<file path="config.mk">
export PLATFORM = sky130hd
export DESIGN_NAME = speck_block_cipher
export DESIGN_NICKNAME = d
export VERILOG_FILES = /design/src/rtl/core/speck_pkg.sv /design/src/rtl/core/speck_block_cipher.sv /design/src/rtl/core/speck_ram.sv
export SDC_FILE = /design/constraint.sdc
export NUM_CORES = 2
export LEC_CHECK = 0
export BUFFER_PORTS_ARGS = -buffer_cell sky130_fd_sc_hd__buf_2
export CAP_MARGIN = 20
export CORE_UTILIZATION = 50
export DETAILED_ROUTE_END_ITERATION = 8
export HOLD_SLACK_MARGIN = 0.15
export PLACE_DENSITY_LB_ADDON = 0.25
export SLEW_MARGIN = 5
export SYNTH_ARGS = -nofsm -noshare
export SYNTH_HDL_FRONTEND = slang
export SYNTH_SLANG_ARGS = --single-unit
</file>
<file path="constraint.sdc">
create_clock -name clk -period 12.1 [get_ports clk]
set_input_delay 2.42 -clock clk [delete_from_list [all_inputs] [get_ports clk]]
set_output_delay 2.42 -clock clk [all_outputs]
set_load 0.01 [all_outputs]
</file>
<file path="src/rtl/core/speck_pkg.sv">
// Shared types, constants and round functions of the Speck block cipher.
package speck_pkg;

    localparam int SMALL_ROUNDS = 22;
    localparam int LARGE_ROUNDS = 34;

    localparam int SMALL_BITS = 16;
    localparam int LARGE_BITS = 64;

    localparam int SMALL_ROT_A = 7;
    localparam int SMALL_ROT_B = 2;
    localparam int LARGE_ROT_A = 8;
    localparam int LARGE_ROT_B = 3;

    // configuration register indexes
    localparam logic [2:0] REG_VARIANT = 3'd0;
    localparam logic [2:0] REG_DECRYPT = 3'd1;
    localparam logic [2:0] REG_KEY_0   = 3'd2;
    localparam logic [2:0] REG_KEY_1   = 3'd3;
    localparam logic [2:0] REG_KEY_2   = 3'd4;
    localparam logic [2:0] REG_KEY_3   = 3'd5;
    localparam logic [2:0] NUM_REGS    = 3'd6;

    typedef struct packed {
        logic [63:0] x;
        logic [63:0] y;
    } speck_pair_t;

    // keep the low word only in the small variant
    function automatic logic [63:0] mask_word(input logic big, input logic [63:0] v);
        return big ? v : {48'd0, v[15:0]};
    endfunction

    // forward round; with x = l0, y = k and key = step it is also the key schedule step
    function automatic speck_pair_t enc_round(input logic big, input logic [63:0] x,
                                              input logic [63:0] y, input logic [63:0] k);
        speck_pair_t r;
        logic [63:0] xr;
        logic [15:0] xs;
        logic [15:0] nxs;
        xr = (x >> LARGE_ROT_A) | (x << (LARGE_BITS - LARGE_ROT_A));
        xs = (x[15:0] >> SMALL_ROT_A) | (x[15:0] << (SMALL_BITS - SMALL_ROT_A));
        nxs = (xs + y[15:0]) ^ k[15:0];
        if (big)
        begin
            r.x = (xr + y) ^ k;
            r.y = ((y << LARGE_ROT_B) | (y >> (LARGE_BITS - LARGE_ROT_B))) ^ r.x;
        end
        else
        begin
            r.x = {48'd0, nxs};
            r.y = {48'd0, ((y[15:0] << SMALL_ROT_B)
                          | (y[15:0] >> (SMALL_BITS - SMALL_ROT_B))) ^ nxs};
        end
        return r;
    endfunction

    // inverse round
    function automatic speck_pair_t dec_round(input logic big, input logic [63:0] x,
                                              input logic [63:0] y, input logic [63:0] k);
        speck_pair_t r;
        logic [63:0] t;
        logic [63:0] ny;
        logic [63:0] d;
        logic [15:0] ts;
        logic [15:0] nys;
        logic [15:0] ds;
        t   = x ^ y;
        ny  = (t >> LARGE_ROT_B) | (t << (LARGE_BITS - LARGE_ROT_B));
        d   = (x ^ k) - ny;
        ts  = x[15:0] ^ y[15:0];
        nys = (ts >> SMALL_ROT_B) | (ts << (SMALL_BITS - SMALL_ROT_B));
        ds  = (x[15:0] ^ k[15:0]) - nys;
        if (big)
        begin
            r.y = ny;
            r.x = (d << LARGE_ROT_A) | (d >> (LARGE_BITS - LARGE_ROT_A));
        end
        else
        begin
            r.y = {48'd0, nys};
            r.x = {48'd0, (ds << SMALL_ROT_A) | (ds >> (SMALL_BITS - SMALL_ROT_A))};
        end
        return r;
    endfunction

endpackage

</file>
<file path="src/rtl/core/speck_block_cipher.sv">
// Top level of the Speck 32/64 and 128/256 block cipher with a RAM-held key schedule.
//
// One block (block_x, block_y) is taken per input transfer and one result is returned
// per block. The rounds run on one shared round unit, one round per cycle, with each
// round key read from the key RAM in the cycle before its round. After its transfer a
// block passes through a state that issues the first key read, then the n rounds, where n
// is 22 for the 32/64 variant and 34 for 128/256 (both capped at ROUND_KEY_DEPTH), then
// a state that loads the output register. The first block after reset or after a write
// to a known configuration register first runs the key schedule, one key per cycle
// through the same round unit. The next block is taken once the result has moved to the
// output register, so a waiting result does not hold up the next transfer. In the 32/64
// variant only the low 16 bits of keys and blocks are used and results are zero-extended.
// Write configuration only while the block is idle.
module speck_block_cipher import speck_pkg::*; #(
    parameter int ROUND_KEY_DEPTH = 34
) (
    input  logic        clk,
    input  logic        rst_n,
    input  logic        cfg_we,
    input  logic [2:0]  cfg_index,
    input  logic [63:0] cfg_data,
    input  logic        in_valid,
    output logic        in_ready,
    input  logic [63:0] block_x,
    input  logic [63:0] block_y,
    output logic        out_valid,
    input  logic        out_ready,
    output logic [63:0] result_x,
    output logic [63:0] result_y
);

    localparam int AW      = $clog2(ROUND_KEY_DEPTH);
    localparam int SMALL_N = (SMALL_ROUNDS < ROUND_KEY_DEPTH) ? SMALL_ROUNDS : ROUND_KEY_DEPTH;
    localparam int LARGE_N = (LARGE_ROUNDS < ROUND_KEY_DEPTH) ? LARGE_ROUNDS : ROUND_KEY_DEPTH;
    localparam logic [AW-1:0] SMALL_LAST = AW'(SMALL_N - 1);
    localparam logic [AW-1:0] LARGE_LAST = AW'(LARGE_N - 1);

    localparam logic [2:0] ST_IDLE   = 3'd0;
    localparam logic [2:0] ST_EXPAND = 3'd1;
    localparam logic [2:0] ST_PRIME  = 3'd2;
    localparam logic [2:0] ST_ROUND  = 3'd3;
    localparam logic [2:0] ST_FINISH = 3'd4;

    logic [2:0]    state_reg, state_next;
    logic          keys_ready_reg, keys_ready_next;
    logic          out_valid_reg, out_valid_next;
    logic          variant_reg, decrypt_reg;
    logic [63:0]   key_reg [4];
    logic [AW-1:0] idx_reg, idx_next;
    logic [63:0]   x_reg, x_next;
    logic [63:0]   y_reg, y_next;
    logic [63:0]   k_reg, k_next;
    logic [63:0]   l0_reg, l0_next;
    logic [63:0]   l1_reg, l1_next;
    logic [63:0]   l2_reg, l2_next;
    logic [63:0]   res_x_reg, res_x_next;
    logic [63:0]   res_y_reg, res_y_next;

    logic          ram_we;
    logic          ram_re;
    logic [AW-1:0] ram_raddr;
    logic [63:0]   ram_rdata;

    logic [AW-1:0] last_idx;
    logic [AW-1:0] step_idx;
    logic          in_xfer;
    logic          expanding;
    logic [63:0]   unit_x, unit_y, unit_k;
    speck_pair_t   enc_out, dec_out, round_out;

    speck_ram #(
        .WIDTH (64),
        .DEPTH (ROUND_KEY_DEPTH)
    ) u_key_ram (
        .clk   (clk),
        .we    (ram_we),
        .waddr (idx_reg),
        .wdata (k_reg),
        .re    (ram_re),
        .raddr (ram_raddr),
        .rdata (ram_rdata)
    );

    assign in_ready  = (state_reg == ST_IDLE);
    assign in_xfer   = in_valid && in_ready;
    assign out_valid = out_valid_reg;
    assign result_x  = res_x_reg;
    assign result_y  = res_y_reg;
    assign last_idx  = variant_reg ? LARGE_LAST : SMALL_LAST;
    assign expanding = (state_reg == ST_EXPAND);

    // shared round unit: key schedule step while expanding, cipher round otherwise
    assign unit_x    = expanding ? l0_reg : x_reg;
    assign unit_y    = expanding ? k_reg : y_reg;
    assign unit_k    = expanding ? 64'(idx_reg) : ram_rdata;
    assign enc_out   = enc_round(variant_reg, unit_x, unit_y, unit_k);
    assign dec_out   = dec_round(variant_reg, x_reg, y_reg, ram_rdata);
    assign round_out = (!expanding && decrypt_reg) ? dec_out : enc_out;

    always_comb
    begin
        state_next      = state_reg;
        keys_ready_next = keys_ready_reg;
        out_valid_next  = out_valid_reg;
        idx_next        = idx_reg;
        x_next          = x_reg;
        y_next          = y_reg;
        k_next          = k_reg;
        l0_next         = l0_reg;
        l1_next         = l1_reg;
        l2_next         = l2_reg;
        res_x_next      = res_x_reg;
        res_y_next      = res_y_reg;
        ram_we          = 1'b0;
        ram_re          = 1'b0;
        ram_raddr       = idx_reg;
        step_idx        = idx_reg;

        if (out_valid_reg && out_ready)
        begin
            out_valid_next = 1'b0;
        end

        unique case (state_reg)
            ST_IDLE:
            begin
                if (in_xfer)
                begin
                    x_next = mask_word(variant_reg, block_x);
                    y_next = mask_word(variant_reg, block_y);
                    if (keys_ready_reg)
                    begin
                        state_next = ST_PRIME;
                    end
                    else
                    begin
                        k_next     = mask_word(variant_reg, key_reg[0]);
                        l0_next    = mask_word(variant_reg, key_reg[1]);
                        l1_next    = mask_word(variant_reg, key_reg[2]);
                        l2_next    = mask_word(variant_reg, key_reg[3]);
                        idx_next   = '0;
                        state_next = ST_EXPAND;
                    end
                end
            end
            ST_EXPAND:
            begin
                // store this round key, then advance the schedule
                ram_we = 1'b1;
                if (idx_reg == last_idx)
                begin
                    keys_ready_next = 1'b1;
                    state_next      = ST_PRIME;
                end
                else
                begin
                    k_next   = round_out.y;
                    l0_next  = l1_reg;
                    l1_next  = l2_reg;
                    l2_next  = round_out.x;
                    idx_next = idx_reg + AW'(1);
                end
            end
            ST_PRIME:
            begin
                step_idx   = decrypt_reg ? last_idx : '0;
                ram_re     = 1'b1;
                ram_raddr  = step_idx;
                idx_next   = step_idx;
                state_next = ST_ROUND;
            end
            ST_ROUND:
            begin
                x_next = round_out.x;
                y_next = round_out.y;
                if (decrypt_reg ? (idx_reg == '0) : (idx_reg == last_idx))
                begin
                    state_next = ST_FINISH;
                end
                else
                begin
                    // fetch the key of the following round
                    step_idx  = decrypt_reg ? (idx_reg - AW'(1)) : (idx_reg + AW'(1));
                    ram_re    = 1'b1;
                    ram_raddr = step_idx;
                    idx_next  = step_idx;
                end
            end
            ST_FINISH:
            begin
                if (!out_valid_reg || out_ready)
                begin
                    res_x_next     = x_reg;
                    res_y_next     = y_reg;
                    out_valid_next = 1'b1;
                    state_next     = ST_IDLE;
                end
            end
            default:
            begin
                state_next = ST_IDLE;
            end
        endcase

        // any known register write invalidates the expanded keys
        if (cfg_we && (cfg_index < NUM_REGS))
        begin
            keys_ready_next = 1'b0;
        end
    end

    always_ff @(posedge clk or negedge rst_n)
    begin
        if (!rst_n)
        begin
            state_reg      <= ST_IDLE;
            keys_ready_reg <= 1'b0;
            out_valid_reg  <= 1'b0;
            idx_reg        <= '0;
        end
        else
        begin
            state_reg      <= state_next;
            keys_ready_reg <= keys_ready_next;
            out_valid_reg  <= out_valid_next;
            idx_reg        <= idx_next;
        end
    end

    always_ff @(posedge clk or negedge rst_n)
    begin
        if (!rst_n)
        begin
            variant_reg <= 1'b0;
            decrypt_reg <= 1'b0;
            key_reg[0]  <= '0;
            key_reg[1]  <= '0;
            key_reg[2]  <= '0;
            key_reg[3]  <= '0;
        end
        else if (cfg_we)
        begin
            unique case (cfg_index)
                REG_VARIANT: variant_reg <= cfg_data[0];
                REG_DECRYPT: decrypt_reg <= cfg_data[0];
                REG_KEY_0:   key_reg[0]  <= cfg_data;
                REG_KEY_1:   key_reg[1]  <= cfg_data;
                REG_KEY_2:   key_reg[2]  <= cfg_data;
                REG_KEY_3:   key_reg[3]  <= cfg_data;
                default:     ;
            endcase
        end
    end

    always_ff @(posedge clk)
    begin
        x_reg     <= x_next;
        y_reg     <= y_next;
        k_reg     <= k_next;
        l0_reg    <= l0_next;
        l1_reg    <= l1_next;
        l2_reg    <= l2_next;
        res_x_reg <= res_x_next;
        res_y_reg <= res_y_next;
    end

endmodule

</file>
<file path="src/rtl/core/speck_ram.sv">
// Generic single-write, single-read RAM with registered read data.
module speck_ram #(
    parameter int WIDTH = 64,
    parameter int DEPTH = 34
) (
    input  logic                     clk,
    input  logic                     we,
    input  logic [$clog2(DEPTH)-1:0] waddr,
    input  logic [WIDTH-1:0]         wdata,
    input  logic                     re,
    input  logic [$clog2(DEPTH)-1:0] raddr,
    output logic [WIDTH-1:0]         rdata
);

    logic [WIDTH-1:0] mem [DEPTH];
    logic [WIDTH-1:0] rdata_reg;

    always_ff @(posedge clk)
    begin
        if (we)
        begin
            mem[waddr] <= wdata;
        end
        if (re)
        begin
            rdata_reg <= mem[raddr];
        end
    end

    assign rdata = rdata_reg;

endmodule

</file>
After elaboration in Yosys (flattened, before gate mapping). Memory sizes are Yosys's and may differ from the RTL's. A register that Yosys moved wholly into a read port is not among the register bits. Index checks and enable logic that the tools add are counted.

Flip-flop bits (word level): 781. Bits in latches: 0. Bits in writable memories: 2176. ROM bits: 0. Input bits: 200. Word-level logic and storage cells: 144. Memories: 1.

Memory list: u_key_ram.mem (words 34, width 64, rd ports 1, clocked after memory_dff 1, wr ports 1, line speck_ram.sv:15) `logic [WIDTH-1:0] mem [DEPTH];`.

$add $sub $neg: 6. Multipliers: 0. Div/mod/pow operators: 0. $lt $le $gt $ge: 1. Eq/ne operators: 16. Shift-type cells: 0. Mux-type cells: 59. Bitwise operators: 16. Reduce and logical (&&, ||, !) cells: 27.

Operators with widths (count): 64-bit 2-to-1 mux (23); 64-bit one-hot mux with 2 select lines (6); 128-bit 2-to-1 mux (3); 64-bit XOR (4); 64-bit adder (1); 56-bit by 64-bit OR with 64-bit output (1); 61-bit by 64-bit OR with 64-bit output (1); 64-bit by 3-bit OR with 64-bit output (1); 64-bit by 8-bit OR with 64-bit output (1); 64-bit subtractor (1); 16-bit XOR (4); 6-bit 2-to-1 mux (7); 6-bit one-hot mux with 4 select lines (1); 2-bit AND reduction (9); 16-bit adder (1); 14-bit by 16-bit OR with 16-bit output (1); 16-bit by 2-bit OR with 16-bit output (1); 16-bit by 7-bit OR with 16-bit output (1); 9-bit by 16-bit OR with 16-bit output (1); 16-bit subtractor (1); 3-bit one-hot mux with 5 select lines (1); 3-bit by 2-bit == test with 1-bit output (second input constant) (4); 3-bit 2-to-1 mux (4); 6-bit one-hot mux with 2 select lines (1); other kinds (19) (46).

Longest topological paths before layout.
Word-level depth: 10. Mapped depth: 27. Depth with buffers taken out: 18.

Hierarchy. A second synthesis with hierarchy kept.

Cells, all modules: 8211. Area, all modules: 130923.1 sq um.

Modules (own cells, without submodules): speck_ram (times used 1, cells an instance 3501, area each 84496.0 sq um, sequential area each 67264.5 sq um); speck_block_cipher (times used 1, cells an instance 4710, area each 46427.0 sq um, sequential area each 22106.2 sq um).

Worst setup path before layout. No wires, ideal clock.

Kind: input to register. From: input port in_valid. To: register k_reg[0] (enable). Library setup time: 0.648 ns. Arrival time: 8.784 ns. Required time: 11.452 ns. Slack: 2.668 ns. Stages: 3. Path buffers: 0. Cells stage by stage: a21oi_1 > a21oi_1 > and2_1.

Longest elaborated chain between the ends: 3.

Ends and longest elaborated chain: start, declared (line speck_block_cipher.sv:22) `input logic in_valid,`; 1-bit logical AND (line speck_block_cipher.sv:85) `assign in_xfer = in_valid && in_ready;`; 2-bit by 1-bit inequality test with 1-bit output (no source line); 4-bit AND reduction (no source line); end signal, assigned (line speck_block_cipher.sv:259) `k_reg <= k_next;`; end, declared (line speck_block_cipher.sv:52) `logic [63:0] k_reg, k_next;`.

No other way between the ends. A chain may end at the register's enable or synchronous reset.

Worst setup path in the final report.
From: register state_reg[0]. To: register y_reg[59], data pin.

Longest elaborated chain between the ends: 9. Elaborated cells between the ends (all ways): 16. Those cells by class: 1 x add/sub; 2 x eq/ne; 6 x mux; 4 x bitwise; 3 x reduce/logical.

Ends and longest elaborated chain: start, declared (line speck_block_cipher.sv:44) `logic [2:0] state_reg, state_next;`; start signal, assigned (line speck_block_cipher.sv:223) `state_reg <= state_next;`; 3-bit by 1-bit == test with 1-bit output (line speck_block_cipher.sv:90) `assign expanding = (state_reg == ST_EXPAND);`; 64-bit 2-to-1 mux (line speck_block_cipher.sv:93) `assign unit_x = expanding ? l0_reg : x_reg;`; 56-bit by 64-bit OR with 64-bit output (line speck_pkg.sv:41) `xr = (x >> LARGE_ROT_A) | (x << (LARGE_BITS - LARGE_ROT_A));`; 64-bit adder (line speck_pkg.sv:46) `r.x = (xr + y) ^ k;`; 64-bit XOR (line speck_pkg.sv:46); 64-bit XOR (line speck_pkg.sv:47) `r.y = ((y << LARGE_ROT_B) | (y >> (LARGE_BITS - LARGE_ROT_B))) ^ r.x;`; 128-bit 2-to-1 mux (line speck_pkg.sv:44) `if (big)`; 128-bit 2-to-1 mux (line speck_block_cipher.sv:98) `assign round_out = (!expanding && decrypt_reg) ? dec_out : enc_out;`; 64-bit one-hot mux with 2 select lines (*) (line speck_block_cipher.sv:124) `unique case (state_reg)`; via y_next[59] (line speck_block_cipher.sv:51) `logic [63:0] y_reg, y_next;`; end signal, assigned (line speck_block_cipher.sv:258) `y_reg <= y_next;`; end, declared (line speck_block_cipher.sv:51).

The timed path passes the listed nets; every way through them passes the cells marked *.

==> impl_metrics.json <==
{
  "grt_pass1_vias": 88900,
  "synth_common_cells": "edfxtp_1 (2752), nand2_1 (2412), clkbuf_1 (511), a211oi_1 (508), nand3_1 (417)",
  "hold_path.class": "flip-flop to flip-flop",
  "wire_per_inst_um": 30.6,
  "dp_hpwl_mm": 275,
  "cts_max_level": 5,
  "ioPinCount": 330,
  "grt_pass1_wl_mm": 640,
  "die_h_um": 521,
  "yosys_warnings": 0,
  "ys_async_sr_fraction": 0.0890,
  "worstHoldStart": "key_reg[243]$_DFFE_PN0P_",
  "synth_cell_types": 108,
  "syn_nets": 11100,
  "cts.repair.resized": 0,
  "dieArea_um2": 272000,
  "worstMarginPinSlew_ps": 1190,
  "cp-start-kind": "flip-flop",
  "totalWireLength_mm": 452,
  "dpl-instance-area_um2": 140000,
  "drc": 0,
  "path_max_fanout": 143,
  "largest_register_ffs": 2176,
  "area_growth_syn_to_layout_pct": 11.9,
  "std_cell_rows": 190,
  "firstDrtPassIters": 6,
  "fin_setup_tns_ps": 0,
  "ys_seq_area_frac": 0.663,
  "setup_violations": 0,
  "start_util": 0.503,
  "syn-cell-area_um2": 135000,
  "clock-skew-final_ps": 76.8,
  "ys_seq_elements": 3021,
  "grt_setup_unrepaired": "no",
  "fp.dieW_um": 521,
  "drtAntennaViolNets": 0,
  "yosysTopAreaCellShare": 0.613,
  "first_iter_violations": 12800,
  "worstPathRequired_ps": 12690,
  "cts_setup_buffers": 0,
  "finalCritPeriodShare": 0.575,
  "max-slew-margin-rel": 0.208,
  "critPathKind": "flip-flop to flip-flop",
  "fin_util": 0.563,
  "synth_top_cell_by_area": "edfxtp_1",
  "avgSynthCellArea_um2": 12.5,
  "overflow": 0,
  "period_minus_slack_ps": 6960,
  "cts_tree": "yes",
  "ctsRootBufferMaster": "clkbuf_16",
  "cp.arrival_ps": 7540,
  "core_um2": 268000,
  "reg2reg_from": "state_reg[0]$_DFFE_PN0P_",
  "io_buffers": 329,
  "viasPerCell": 6.34,
  "postCtsHoldBufs": 0,
  "synth.area.top_cells": "edfxtp_1 (61%), nand2_1 (6.7%), dfrtp_1 (5.0%)",
  "synth_most_common_cell": "edfxtp_1",
  "finalHoldViolCount": 0,
  "endpoint_kind": "flip-flop",
  "drive_gt1_frac": 0.124,
  "crit_start": "state_reg[0]$_DFFE_PN0P_",
  "cts_sinks": 3021,
  "final_max_slew_viol_count": 0,
  "max_freq_ghz": 0.144,
  "finish.instance_area_um2": 151000,
  "status": "finished, final reports clean",
  "clk_latency_ps": 930,
  "cap_violations": 0,
  "grt.total_usage": 0.326,
  "layout.nets": 11300,
  "place.gp.congestion": 0.984,
  "path_clk_slew_ps": 60,
  "cts_buffers": 322,
  "ctsLongestPathBuffers": 4,
  "netlist_instances": 10800,
  "grt_max_degree": 210,
  "vias": 93700,
  "synth_edf_count": 2752,
  "antenna_found_initial": 55,
  "synthFlopType": "edfxtp_1"
}
final timing paths:
| check | endpoint | slack [ps] | cells after the start |
|---|---|---|---|
| worst min-delay path | key_reg[243]$_DFFE_PN0P_ | 500 | 1 |
| min in group asynchronous | key_reg[140]$_DFFE_PN0P_ | 1600 | 1 |
| worst max register to register | y_reg[59]$_DFFE_PP_ | 5140 | 18 |
| max in group asynchronous | key_reg[47]$_DFFE_PN0P_ | 8140 | 3 |
| worst min register to register | key_reg[243]$_DFFE_PN0P_ | 500 | 1 |
| worst max-delay path | y_reg[59]$_DFFE_PP_ | 5140 | 18 |
layout by cell type (no fill, tap or decap), types with 20 or more instances in the layout:
cell	count
and2_1	349
nand3_1	417
a21oi_1	327
clkinv_2	52
bufinv_16	35
o211ai_1	225
buf_4	216
a31oi_1	161
and2_0	52
o21bai_1	26
ha_1	159
o21ai_0	212
diode_2	25
mux2_2	264
mux2i_1	115
a21o_1	102
nor3_1	73
nand2_1	2408
nor2b_1	20
xnor2_1	311
nor2_1	266
clkbuf_1	63
a211oi_1	508
a311oi_1	266
clkinv_1	59
buf_2	328
or3_1	78
nand4_1	34
nor2_4	33
a211o_1	72
o21a_1	24
dfrtp_1	268
o221ai_1	22
edfxtp_1	2752
clkbuf_16	328
xor2_1	179
inv_1	68
area by class of cell:
type | instances | area (um^2)
Multi-Input combinational cell | 6968 | 42600
Clock buffer | 399 | 8550
Clock inverter | 180 | 1930
Antenna cell | 25 | 62.6
Timing Repair Buffer | 564 | 3670
Inverter | 70 | 268
Fill cell | 21500 | 117000
Tap cell | 3552 | 4440
Sequential cell | 3021 | 89400
cell families (layout without fill, tap and decap cells):
kind of cell / count (synthesis) / count (layout) / synth area share
fa+ha+maj: 164 / 164 / 0.0154
other cells: 0 / 25 / 0
xor+xnor: 494 / 494 / 0.0325
compound gates: 2104 / 2104 / 0.111
simple gates: 3824 / 3824 / 0.123
buf+inv: 789 / 1213 / 0.0241
flops: 3021 / 3021 / 0.663
mux: 382 / 382 / 0.0309
routing by layer:
metal  share of wire  GRT usage
met1            0.40      0.459
met2            0.45      0.500
met3            0.11     0.0599
met4           0.044      0.135
met5         0.00028          0
worst max-delay path: stages, from the launching register on:
cell and delay [ps]:
dfrtp_1 790, nor3b_4 330, buf_12 520, buf_12 470, buf_4 820, mux2i_1 380
inv_1 80, ha_1 400, a21o_1 240, a21oi_1 80, o21a_1 120, o21ai_1 140
o21ai_2 170, o311ai_2 650, a31oi_1 260, o21ai_0 380, xnor2_1 310, xor2_1 180
o221ai_1 120
stage by stage:
step | std cells | hold WS (ps) | worst slack [ps]
after floorplan | 10800 | 470 | 2670
after global placement | 14200 | 482 | 5250
after detailed placement | 14200 | 491 | 5160
after CTS | 14800 | 504 | 5100
after global routing | 14800 | 513 | 4770
final | 14800 | 502 | 5140
Power is left out: the tool's default activity adds up to more than one toggle a clock period on the data nets, which glitch-free logic cannot reach.
